## src/sv/wpq_pkg.sv

```systemverilog
// shared types, constants and tables for the waypoint heading quaternion block
package wpq_pkg;

   // grid and cordic sizing
   localparam int GRID_SIZE    = 4096;
   localparam int CORDIC_STEPS = 16;
   localparam int TABLE_LEN    = 24;
   localparam int STEP_W       = $clog2(CORDIC_STEPS);
   localparam int IDX_W        = $clog2(TABLE_LEN);

   // field and datapath widths
   localparam int IDX_FIELD_W = 12;
   localparam int POS_W       = 32;
   localparam int CELL_W      = 16;
   localparam int BAND_W      = 15;
   localparam int QZ_W        = 16;
   localparam int QW_W        = 15;
   localparam int PROD_W      = IDX_FIELD_W + CELL_W;
   localparam int DP_W        = 45;
   localparam int ANG_W       = 33;
   localparam int CSR_IDX_W   = 2;
   localparam int REQ_DATA_W  = 24;
   localparam int RSP_DATA_W  = 96;

   // register indexes of the control port
   localparam logic [CSR_IDX_W-1:0] CSR_ORIGIN_X  = 2'd0;
   localparam logic [CSR_IDX_W-1:0] CSR_ORIGIN_Y  = 2'd1;
   localparam logic [CSR_IDX_W-1:0] CSR_CELL_SIZE = 2'd2;
   localparam logic [CSR_IDX_W-1:0] CSR_ZERO_BAND = 2'd3;

   // register reset values
   localparam logic [CELL_W-1:0] CELL_RESET = 16'd3277;
   localparam logic [BAND_W-1:0] BAND_RESET = 15'd33;

   // angles in q.28, gain in q2.30
   localparam logic signed [ANG_W-1:0] PI_Q28   = 33'sd843314857;
   localparam logic signed [DP_W-1:0]  GAIN_Q30 = 45'sd652032874;
   localparam logic signed [QZ_W-1:0]  DIAG_Q15 = 16'sd23170;

   localparam logic signed [ANG_W-1:0] ATAN_Q28 [TABLE_LEN] = '{
      33'sd210828714, 33'sd124459457, 33'sd65760959, 33'sd33381290,
      33'sd16755422,  33'sd8385879,   33'sd4193963,  33'sd2097109,
      33'sd1048571,   33'sd524287,    33'sd262144,   33'sd131072,
      33'sd65536,     33'sd32768,     33'sd16384,    33'sd8192,
      33'sd4096,      33'sd2048,      33'sd1024,     33'sd512,
      33'sd256,       33'sd128,       33'sd64,       33'sd32
   };

   // operands of one micro-rotation
   typedef struct packed {
      logic signed [DP_W-1:0]  x;
      logic signed [DP_W-1:0]  y;
      logic signed [ANG_W-1:0] z;
   } cordic_vec_type;

   // sequencer states
   typedef enum logic [3:0] {
      ST_IDLE,
      ST_MUL,
      ST_POS,
      ST_DIFF,
      ST_PREP,
      ST_NORM,
      ST_VEC,
      ST_ROT,
      ST_RND,
      ST_OUT
   } state_type;

   // clamp a grid index to the grid
   function automatic logic [IDX_FIELD_W-1:0] grid_clamp(input logic [IDX_FIELD_W-1:0] idx);
      logic [16:0] wide;
      wide = {{(17-IDX_FIELD_W){1'b0}}, idx};
      if (wide > 17'(GRID_SIZE - 1)) begin
         return IDX_FIELD_W'(GRID_SIZE - 1);
      end
      return idx;
   endfunction

endpackage

```

## src/sv/waypoint_heading_quaternion.sv

```systemverilog
// Waypoint heading to yaw quaternion. Each accepted grid waypoint is turned into metres
// (origin + index * cell_size, Q16.16, saturated). From the second waypoint on, one
// result is produced per waypoint: the previous point and the yaw quaternion of the
// heading toward the new point (quat_z = sin(yaw/2), quat_w = cos(yaw/2), Q1.15).
// One cordic micro-rotation unit is shared by a vectoring pass (atan2) and a rotation
// pass (half-angle sine and cosine). The first waypoint only sets the history, and when
// dx is zero the cordic passes are skipped. Before vectoring, dx and dy are normalized,
// shifted up by one byte or one bit per cycle until dx or the magnitude of dy has a bit
// set at position 40 or above.
// A result that has not been collected holds the sequencer in its last cycle until the
// result register frees up. req_tready is high only while the sequencer is idle; a
// finished result waits in its own register, so the next waypoint can be taken before
// the result is collected.
module waypoint_heading_quaternion
   import wpq_pkg::*;
(
   input  logic                  clock,
   input  logic                  reset,
   // grid_col[11:0], grid_row[23:12]
   input  logic [REQ_DATA_W-1:0] req_tdata,
   input  logic                  req_tvalid,
   output logic                  req_tready,
   // goal_x[31:0], goal_y[63:32], quat_z[79:64], quat_w[94:80], zero pad[95]
   output logic [RSP_DATA_W-1:0] rsp_tdata,
   output logic                  rsp_tvalid,
   input  logic                  rsp_tready,
   input  logic                  csr_we,
   input  logic [CSR_IDX_W-1:0]  csr_index,
   input  logic [POS_W-1:0]      csr_data
);

   state_type state_ff;
   state_type state_in;

   // configuration registers
   logic signed [POS_W-1:0] org_x_ff;
   logic signed [POS_W-1:0] org_y_ff;
   logic [CELL_W-1:0]       cell_ff;
   logic [BAND_W-1:0]       band_ff;

   // item and history
   logic [IDX_FIELD_W-1:0]  col_ff;
   logic [IDX_FIELD_W-1:0]  row_ff;
   logic signed [POS_W-1:0] prev_x_ff;
   logic signed [POS_W-1:0] prev_y_ff;
   logic                    have_prev_ff;
   logic signed [POS_W-1:0] pos_x;
   logic signed [POS_W-1:0] pos_y;

   // cordic working registers
   logic signed [DP_W-1:0]  cx_ff;
   logic signed [DP_W-1:0]  cy_ff;
   logic signed [ANG_W-1:0] cz_ff;
   logic [STEP_W-1:0]       step_ff;
   cordic_vec_type          cur;
   cordic_vec_type          nxt;
   logic                    unit_neg;

   // rounded quaternion parts
   logic signed [QZ_W-1:0]  zq_ff;
   logic [QW_W-1:0]         wq_ff;
   logic                    skip_band_ff;

   // result register
   logic                    rsp_valid_ff;
   logic signed [POS_W-1:0] rsp_x_ff;
   logic signed [POS_W-1:0] rsp_y_ff;
   logic signed [QZ_W-1:0]  rsp_z_ff;
   logic [QW_W-1:0]         rsp_w_ff;

   // control decodes
   logic                    accept;
   logic                    slot_free;
   logic                    load_rsp;
   logic                    last_step;
   logic                    dx_zero;
   logic signed [DP_W-1:0]  ay;
   logic                    small8;
   logic                    small1;
   logic signed [DP_W-1:0]  rz;
   logic signed [DP_W-1:0]  rw;
   logic signed [QZ_W:0]    zabs;
   logic signed [QZ_W-1:0]  zq_out;
   logic [QW_W-1:0]         wq_out;

   localparam logic [STEP_W-1:0] LAST_STEP = STEP_W'(CORDIC_STEPS - 1);

   wpq_position u_position (
      .clock     (clock),
      .grid_col  (col_ff),
      .grid_row  (row_ff),
      .origin_x  (org_x_ff),
      .origin_y  (org_y_ff),
      .cell_size (cell_ff),
      .pos_x     (pos_x),
      .pos_y     (pos_y)
   );

   assign cur = '{x: cx_ff, y: cy_ff, z: cz_ff};

   wpq_cordic_unit u_cordic (
      .cur (cur),
      .idx (IDX_W'(step_ff)),
      .neg (unit_neg),
      .nxt (nxt)
   );

   // datapath decodes
   always_comb begin
      last_step = (step_ff == LAST_STEP);
      dx_zero   = (cx_ff == '0);
      ay        = cy_ff[DP_W-1] ? -cy_ff : cy_ff;
      small8    = (cx_ff[DP_W-1:32] == '0) && (ay[DP_W-1:32] == '0);
      small1    = (cx_ff[DP_W-1:40] == '0) && (ay[DP_W-1:40] == '0);
      rz        = (cy_ff + DP_W'(16384)) >>> 15;
      rw        = (cx_ff + DP_W'(16384)) >>> 15;
      zabs      = zq_ff[QZ_W-1] ? -(QZ_W+1)'(zq_ff) : (QZ_W+1)'(zq_ff);
      slot_free = !rsp_valid_ff || rsp_tready;
   end

   // deadband on the rounded parts
   always_comb begin
      if (skip_band_ff || (zabs > $signed({2'b00, band_ff}))) begin
         zq_out = zq_ff;
      end else begin
         zq_out = '0;
      end
      if (skip_band_ff || (wq_ff > band_ff)) begin
         wq_out = wq_ff;
      end else begin
         wq_out = '0;
      end
   end

   // next state
   always_comb begin
      state_in = state_ff;
      case (state_ff)
         ST_IDLE: if (req_tvalid) state_in = ST_MUL;
         ST_MUL:  state_in = ST_POS;
         ST_POS:  state_in = ST_DIFF;
         ST_DIFF: state_in = have_prev_ff ? ST_PREP : ST_IDLE;
         ST_PREP: state_in = dx_zero ? ST_OUT : ST_NORM;
         ST_NORM: if (!small1) state_in = ST_VEC;
         ST_VEC:  if (last_step) state_in = ST_ROT;
         ST_ROT:  if (last_step) state_in = ST_RND;
         ST_RND:  state_in = ST_OUT;
         ST_OUT:  if (slot_free) state_in = ST_IDLE;
         default: state_in = ST_IDLE;
      endcase
   end

   // sequencer outputs
   always_comb begin
      req_tready = 1'b0;
      load_rsp   = 1'b0;
      unit_neg   = 1'b0;
      case (state_ff)
         ST_IDLE: req_tready = 1'b1;
         ST_VEC:  unit_neg   = !cy_ff[DP_W-1];
         ST_ROT:  unit_neg   = cz_ff[ANG_W-1];
         ST_OUT:  load_rsp   = slot_free;
         default: begin
            req_tready = 1'b0;
         end
      endcase
   end

   assign accept = req_tvalid && req_tready;

   // state register
   always_ff @(posedge clock) begin
      if (reset) begin
         state_ff <= ST_IDLE;
      end else begin
         state_ff <= state_in;
      end
   end

   // configuration writes
   always_ff @(posedge clock) begin
      if (reset) begin
         org_x_ff <= '0;
         org_y_ff <= '0;
         cell_ff  <= CELL_RESET;
         band_ff  <= BAND_RESET;
      end else if (csr_we) begin
         case (csr_index)
            CSR_ORIGIN_X:  org_x_ff <= csr_data;
            CSR_ORIGIN_Y:  org_y_ff <= csr_data;
            CSR_CELL_SIZE: cell_ff  <= csr_data[CELL_W-1:0];
            CSR_ZERO_BAND: band_ff  <= csr_data[BAND_W-1:0];
            default:       org_x_ff <= org_x_ff;
         endcase
      end
   end

   // waypoint capture
   always_ff @(posedge clock) begin
      if (accept) begin
         col_ff <= req_tdata[IDX_FIELD_W-1:0];
         row_ff <= req_tdata[2*IDX_FIELD_W-1:IDX_FIELD_W];
      end
   end

   // previous point history
   always_ff @(posedge clock) begin
      if (reset) begin
         prev_x_ff    <= '0;
         prev_y_ff    <= '0;
         have_prev_ff <= 1'b0;
      end else if ((state_ff == ST_DIFF && !have_prev_ff) || load_rsp) begin
         prev_x_ff    <= pos_x;
         prev_y_ff    <= pos_y;
         have_prev_ff <= 1'b1;
      end
   end

   // cordic working registers
   always_ff @(posedge clock) begin
      case (state_ff)
         ST_DIFF: begin
            cx_ff <= DP_W'(pos_x) - DP_W'(prev_x_ff);
            cy_ff <= DP_W'(pos_y) - DP_W'(prev_y_ff);
         end
         ST_PREP: begin
            skip_band_ff <= dx_zero;
            zq_ff        <= cy_ff[DP_W-1] ? -DIAG_Q15 : DIAG_Q15;
            wq_ff        <= DIAG_Q15[QW_W-1:0];
            step_ff      <= '0;
            if (cx_ff[DP_W-1]) begin
               cx_ff <= -cx_ff;
               cy_ff <= -cy_ff;
               cz_ff <= cy_ff[DP_W-1] ? -PI_Q28 : PI_Q28;
            end else begin
               cz_ff <= '0;
            end
         end
         ST_NORM: begin
            if (small8) begin
               cx_ff <= cx_ff <<< 8;
               cy_ff <= cy_ff <<< 8;
            end else if (small1) begin
               cx_ff <= cx_ff <<< 1;
               cy_ff <= cy_ff <<< 1;
            end
         end
         ST_VEC: begin
            if (last_step) begin
               cx_ff   <= GAIN_Q30;
               cy_ff   <= '0;
               cz_ff   <= nxt.z >>> 1;
               step_ff <= '0;
            end else begin
               cx_ff   <= nxt.x;
               cy_ff   <= nxt.y;
               cz_ff   <= nxt.z;
               step_ff <= step_ff + 1'b1;
            end
         end
         ST_ROT: begin
            cx_ff   <= nxt.x;
            cy_ff   <= nxt.y;
            cz_ff   <= nxt.z;
            step_ff <= step_ff + 1'b1;
         end
         ST_RND: begin
            if (rz > DP_W'(32767)) begin
               zq_ff <= 16'sd32767;
            end else if (rz < -DP_W'(32768)) begin
               zq_ff <= -16'sd32768;
            end else begin
               zq_ff <= rz[QZ_W-1:0];
            end
            if (rw > DP_W'(32767)) begin
               wq_ff <= 15'd32767;
            end else if (rw[DP_W-1]) begin
               wq_ff <= '0;
            end else begin
               wq_ff <= rw[QW_W-1:0];
            end
         end
         default: begin
            step_ff <= step_ff;
         end
      endcase
   end

   // result register
   always_ff @(posedge clock) begin
      if (reset) begin
         rsp_valid_ff <= 1'b0;
      end else if (load_rsp) begin
         rsp_valid_ff <= 1'b1;
      end else if (rsp_tready) begin
         rsp_valid_ff <= 1'b0;
      end
   end

   always_ff @(posedge clock) begin
      if (load_rsp) begin
         rsp_x_ff <= prev_x_ff;
         rsp_y_ff <= prev_y_ff;
         rsp_z_ff <= zq_out;
         rsp_w_ff <= wq_out;
      end
   end

   assign rsp_tvalid = rsp_valid_ff;
   assign rsp_tdata  = {1'b0, rsp_w_ff, rsp_z_ff, rsp_y_ff, rsp_x_ff};

endmodule

```

## src/sv/wpq_cordic_unit.sv

```systemverilog
// shared cordic micro-rotation: one shift-add step on x, y and angle
module wpq_cordic_unit
   import wpq_pkg::*;
(
   input  cordic_vec_type   cur,
   input  logic [IDX_W-1:0] idx,
   input  logic             neg,
   output cordic_vec_type   nxt
);

   logic signed [DP_W-1:0]  cx;
   logic signed [DP_W-1:0]  cy;
   logic signed [DP_W-1:0]  xs;
   logic signed [DP_W-1:0]  ys;
   logic signed [ANG_W-1:0] at;

   // arithmetic shifts and table lookup
   always_comb begin
      cx = cur.x;
      cy = cur.y;
      xs = cx >>> idx;
      ys = cy >>> idx;
      at = ATAN_Q28[idx];
   end

   // add or subtract by direction
   always_comb begin
      if (neg) begin
         nxt.x = cx + ys;
         nxt.y = cy - xs;
         nxt.z = cur.z + at;
      end else begin
         nxt.x = cx - ys;
         nxt.y = cy + xs;
         nxt.z = cur.z - at;
      end
   end

endmodule

```

## src/sv/wpq_position.sv

```systemverilog
// grid index to metres: registered multiply, then saturating add of the origin
module wpq_position
   import wpq_pkg::*;
(
   input  logic                    clock,
   input  logic [IDX_FIELD_W-1:0]  grid_col,
   input  logic [IDX_FIELD_W-1:0]  grid_row,
   input  logic signed [POS_W-1:0] origin_x,
   input  logic signed [POS_W-1:0] origin_y,
   input  logic [CELL_W-1:0]       cell_size,
   output logic signed [POS_W-1:0] pos_x,
   output logic signed [POS_W-1:0] pos_y
);

   logic [PROD_W-1:0]       prod_x_ff;
   logic [PROD_W-1:0]       prod_y_ff;
   logic signed [POS_W-1:0] pos_x_ff;
   logic signed [POS_W-1:0] pos_y_ff;
   logic signed [POS_W+1:0] sum_x;
   logic signed [POS_W+1:0] sum_y;

   // offset products
   always_ff @(posedge clock) begin
      prod_x_ff <= PROD_W'(grid_clamp(grid_col)) * PROD_W'(cell_size);
      prod_y_ff <= PROD_W'(grid_clamp(grid_row)) * PROD_W'(cell_size);
   end

   // origin plus offset, offset is never negative
   always_comb begin
      sum_x = (POS_W+2)'(origin_x) + $signed({{(POS_W+2-PROD_W){1'b0}}, prod_x_ff});
      sum_y = (POS_W+2)'(origin_y) + $signed({{(POS_W+2-PROD_W){1'b0}}, prod_y_ff});
   end

   // saturate to the signed position range
   always_ff @(posedge clock) begin
      if (sum_x > (POS_W+2)'(32'sh7FFFFFFF)) begin
         pos_x_ff <= 32'sh7FFFFFFF;
      end else begin
         pos_x_ff <= sum_x[POS_W-1:0];
      end
      if (sum_y > (POS_W+2)'(32'sh7FFFFFFF)) begin
         pos_y_ff <= 32'sh7FFFFFFF;
      end else begin
         pos_y_ff <= sum_y[POS_W-1:0];
      end
   end

   assign pos_x = pos_x_ff;
   assign pos_y = pos_y_ff;

endmodule

```

## config.mk

```make
export PLATFORM = sky130hd
export DESIGN_NAME = waypoint_heading_quaternion
export DESIGN_NICKNAME = d
export VERILOG_FILES = /design/src/sv/wpq_pkg.sv /design/src/sv/waypoint_heading_quaternion.sv /design/src/sv/wpq_cordic_unit.sv /design/src/sv/wpq_position.sv
export SDC_FILE = /design/constraint.sdc
export NUM_CORES = 2
export LEC_CHECK = 0
export ABC_AREA = 1
export BUFFER_PORTS_ARGS = -buffer_cell sky130_fd_sc_hd__buf_2
export CAP_MARGIN = 20
export CORE_MARGIN = 2
export CORE_UTILIZATION = 40
export CTS_CLUSTER_SIZE = 24
export DETAILED_ROUTE_END_ITERATION = 16
export PLACE_DENSITY = 0.65
export RECOVER_POWER = 25
export SYNTH_ARGS = -nofsm -noshare
export SYNTH_HDL_FRONTEND = slang
export SYNTH_SLANG_ARGS = --single-unit
export TNS_END_PERCENT = 30
```

## constraint.sdc

```tcl
create_clock -name clock -period 5.07 [get_ports clock]
set_input_delay 1.014 -clock clock [delete_from_list [all_inputs] [get_ports clock]]
set_output_delay 1.014 -clock clock [all_outputs]
set_load 0.03 [all_outputs]
```

==> impl_metrics.py <==
metrics = {
    "grt": {
        "grt_max_degree": 93,
        "gr-total-overflow": 0,
        "track_usage_pct": 31.78,
        "first_global_vias": 61810,
        "grt_pass1_wl_um": 371200,
        "antenna_found_initial": 13,
    },
    "floorplanning": {
        "die_h_um": 391.2,
        "core-area_um2": 149400,
        "io_pins": 161,
        "die_area_um2": 153000,
        "initial_utilization_pct": 40.14,
        "rows": 142,
        "dieWidth_um": 391.2,
    },
    "worst_setup_path": {
        "r2r_slack_ns": 0.02,
        "cpPeakStageDelay_ns": 0.50,
        "slowest_stage": "edfxtp_1",
        "path_class": "flop to flop",
        "crit_buf_inv": 5,
        "required_ns": 5.42,
        "start_kind": "flop",
        "crit_path_max_fanout": 20,
        "crit_family": "simple AND/OR/NAND/NOR gates",
        "end_kind": "flop",
        "cp.arrival_ns": 5.40,
    },
    "clock_tree": {
        "clk-insertion-delay-late_ns": 0.70,
        "numCtsBuffers": 74,
        "clk_pin_slew_ns": 0.06,
        "tritoncts": "yes",
        "holdBufCountCts": 0,
        "cts_root_buf": "clkbuf_16",
        "clock_sinks": 563,
        "ctsLongestPathBuffers": 3,
        "h-tree-depth": 3,
    },
    "yosys": {
        "synthDominantCellAreaShare_pct": 13.92,
        "synth_cell_types": 63,
        "synthFlopType": "dfxtp_1",
        "netlist_instances": 8757,
        "yosysSeqAreaShare_pct": 23.43,
        "synth_nets": 9531,
        "yosysTopAreaCell": "edfxtp_1",
        "synth_edf_count": 278,
        "syn_avg_cell_area_um2": 6.849,
        "synth.cell_area_um2": 59970,
        "yosys_register_bits": 563,
        "synthTopCellsByArea": "edfxtp_1 14%, nand2_1 12%, fa_1 9.6%, dfxtp_1 9.5%, ha_1 8.8%",
        "async_reset_ff_share_pct": 0,
        "yosysWarnings": 0,
    },
    "routing": {
        "drc_errors": 0,
        "vias": 64360,
        "detail-route-antenna-nets": 0,
        "avgRoutedWirePerCell_um": 21.10,
        "routed_wl_um": 249700,
        "drt_pass1_iterations": 6,
        "avgViaCountPerCell": 5.439,
        "drt-initial-drc-count": 6285,
    },
    "run": {
        "maxCapViolCount": 5,
    },
    "final_layout": {
        "drive_above_1_share_pct": 20.20,
        "fillers": 14940,
        "fin_cells": 11830,
        "nets": 10530,
        "area_growth_syn_to_layout_pct": 25.82,
    },
    "place": {
        "portBuffers": 159,
        "placed_cells": 11610,
        "dp_hpwl_um": 201400,
        "gp_congestion": 1.034,
    },
    "timing": {
        "period_minus_slack_ns": 5.051,
        "worst_slew_pin_slew_ns": 2.865,
        "finalMaxSlewViolations": 225,
        "final-hold-violation-count": 0,
        "fin_crit_sh_pct": 99.63,
        "fmaxAchievable_ghz": 0.1980,
        "grt_setup_unrepaired": "yes",
        "clock_skew_ns": 0.03411,
        "slew-limit-headroom_pct": -92.02,
        "setup_viol": 0,
    },
    "status": {
        "violations": "max-capacitance violations, max-slew violations",
        "status": "finished with violations",
    },
    "hold_path": {
        "worstHoldPathType": "flop to flop",
    },
}
==> layout make-up <==
type                    count  area [µm²]  area share, %
flip-flops and latches    563       14070          18.65
clock buffers              92        2013          2.668
diodes                      6       15.01        0.01990
inverters                1309        4922          6.523
clock inverters            42       523.0         0.6931
well taps                2016        2522          3.343
multi-input cells        6531       41750          55.33
repair buffers           1273        9637          12.77
==> worst reg2reg max path: cells and delay by family, from the launching register on <==
kind,cells,cell delay (ns)
flops,1,0.50
buf+inv,5,0.69
compound gates,6,0.85
fa+ha+maj,2,0.58
simple gates,14,1.81
xor+xnor,1,0.29
==> logic make-up after synthesis <==
family	Yosys count	synth area share, %
xor+xnor	335	4.905
compound gates	1399	12.86
simple gates	4085	29.39
flops	563	23.43
buf+inv	1663	10.98
other cells	1	0.006253
fa+ha+maj	711	18.43
==> state kept, by name (all words and copies together) (netlist names), 32 cells and up <==
name	count
u_position.pos_x	32
rsp_y_ff	32
cy_ff	45
org_x_ff	32
org_y_ff	32
cz_ff	33
prev_y_ff	32
u_position.pos_y	32
prev_x_ff	32
cx_ff	45
rsp_x_ff	32
==> per-stage QoR <==
step	util [%]	TNS, ns	setup WS, ns	cell area (µm²)	hold WS [ns]
floorplan	-	-0.1090	-0.1090	60050	0.4082
global placement	46.66	-4.375	-0.4103	69720	0.4160
detailed placement	46.66	-6.981	-0.3469	69720	0.4132
CTS	48.99	-0.1415	-0.04349	73200	0.4270
global route	50.49	-3.949	-0.2293	75440	0.4387
finish	50.50	0	0.01860	75450	0.4279
==> path summary, 6_finish.rpt <==
check / cells past startpoint / end / start
hold / removal: 0 / rsp_y_ff[31] / prev_y_ff[31]
setup reg to reg: 28 / cy_ff[39] / step_ff[0]
hold reg to reg: 0 / rsp_y_ff[31] / prev_y_ff[31]
setup / recovery: 28 / cy_ff[39] / step_ff[0]
==> timing repair <==
action,in CTS,in global routing
setup buffers,47,39
gates resized for setup,152,509
pin swaps,73,143
endpoints found under the setup margin,64,110
==> placed cells by master, fill, tap and decap left out, drive strengths merged, types with 35 or more instances in the layout <==
cell,instances
nand3,840
inv,1310
a21o,35
o21bai,40
o21ai,555
a31oi,60
buf,1260
xor2,231
edfxtp,278
ha,424
fa,287
or2,43
dfxtp,285
nor2,799
xnor2,104
clkbuf,105
a21oi,559
nor3,134
nand4,204
nand2,1997
==> routing by layer <==
layer  global-route usage (%)  up-vias  share of wire [%]
met5                        0        -              0.046
met4                    15.07        8                5.6
met1                    41.42    30480                 42
met2                    51.70     2603                 45
met3                    4.573      557                7.4
li1                         -    30710                  -
==> synth_stat cells, types with 29 or more instances <==
cell type / number
nor3_1: 125
dfxtp_1: 285
or2_2: 42
nor4_1: 33
o221ai_1: 29
buf_2: 88
ha_1: 424
a21o_1: 35
inv_1: 1277
nor2_1: 773
o21ai_0: 502
a31oi_1: 60
xor2_1: 230
xnor2_1: 104
o21bai_1: 40
a21oi_1: 559
nand4_1: 204
nand3_1: 835
o21ai_1: 49
nand2_1: 1989
fa_1: 287
clkbuf_1: 211
edfxtp_1: 278
Power is not shown: default switching activity piles up to over one toggle a cycle in this logic, so the estimate is an artifact.
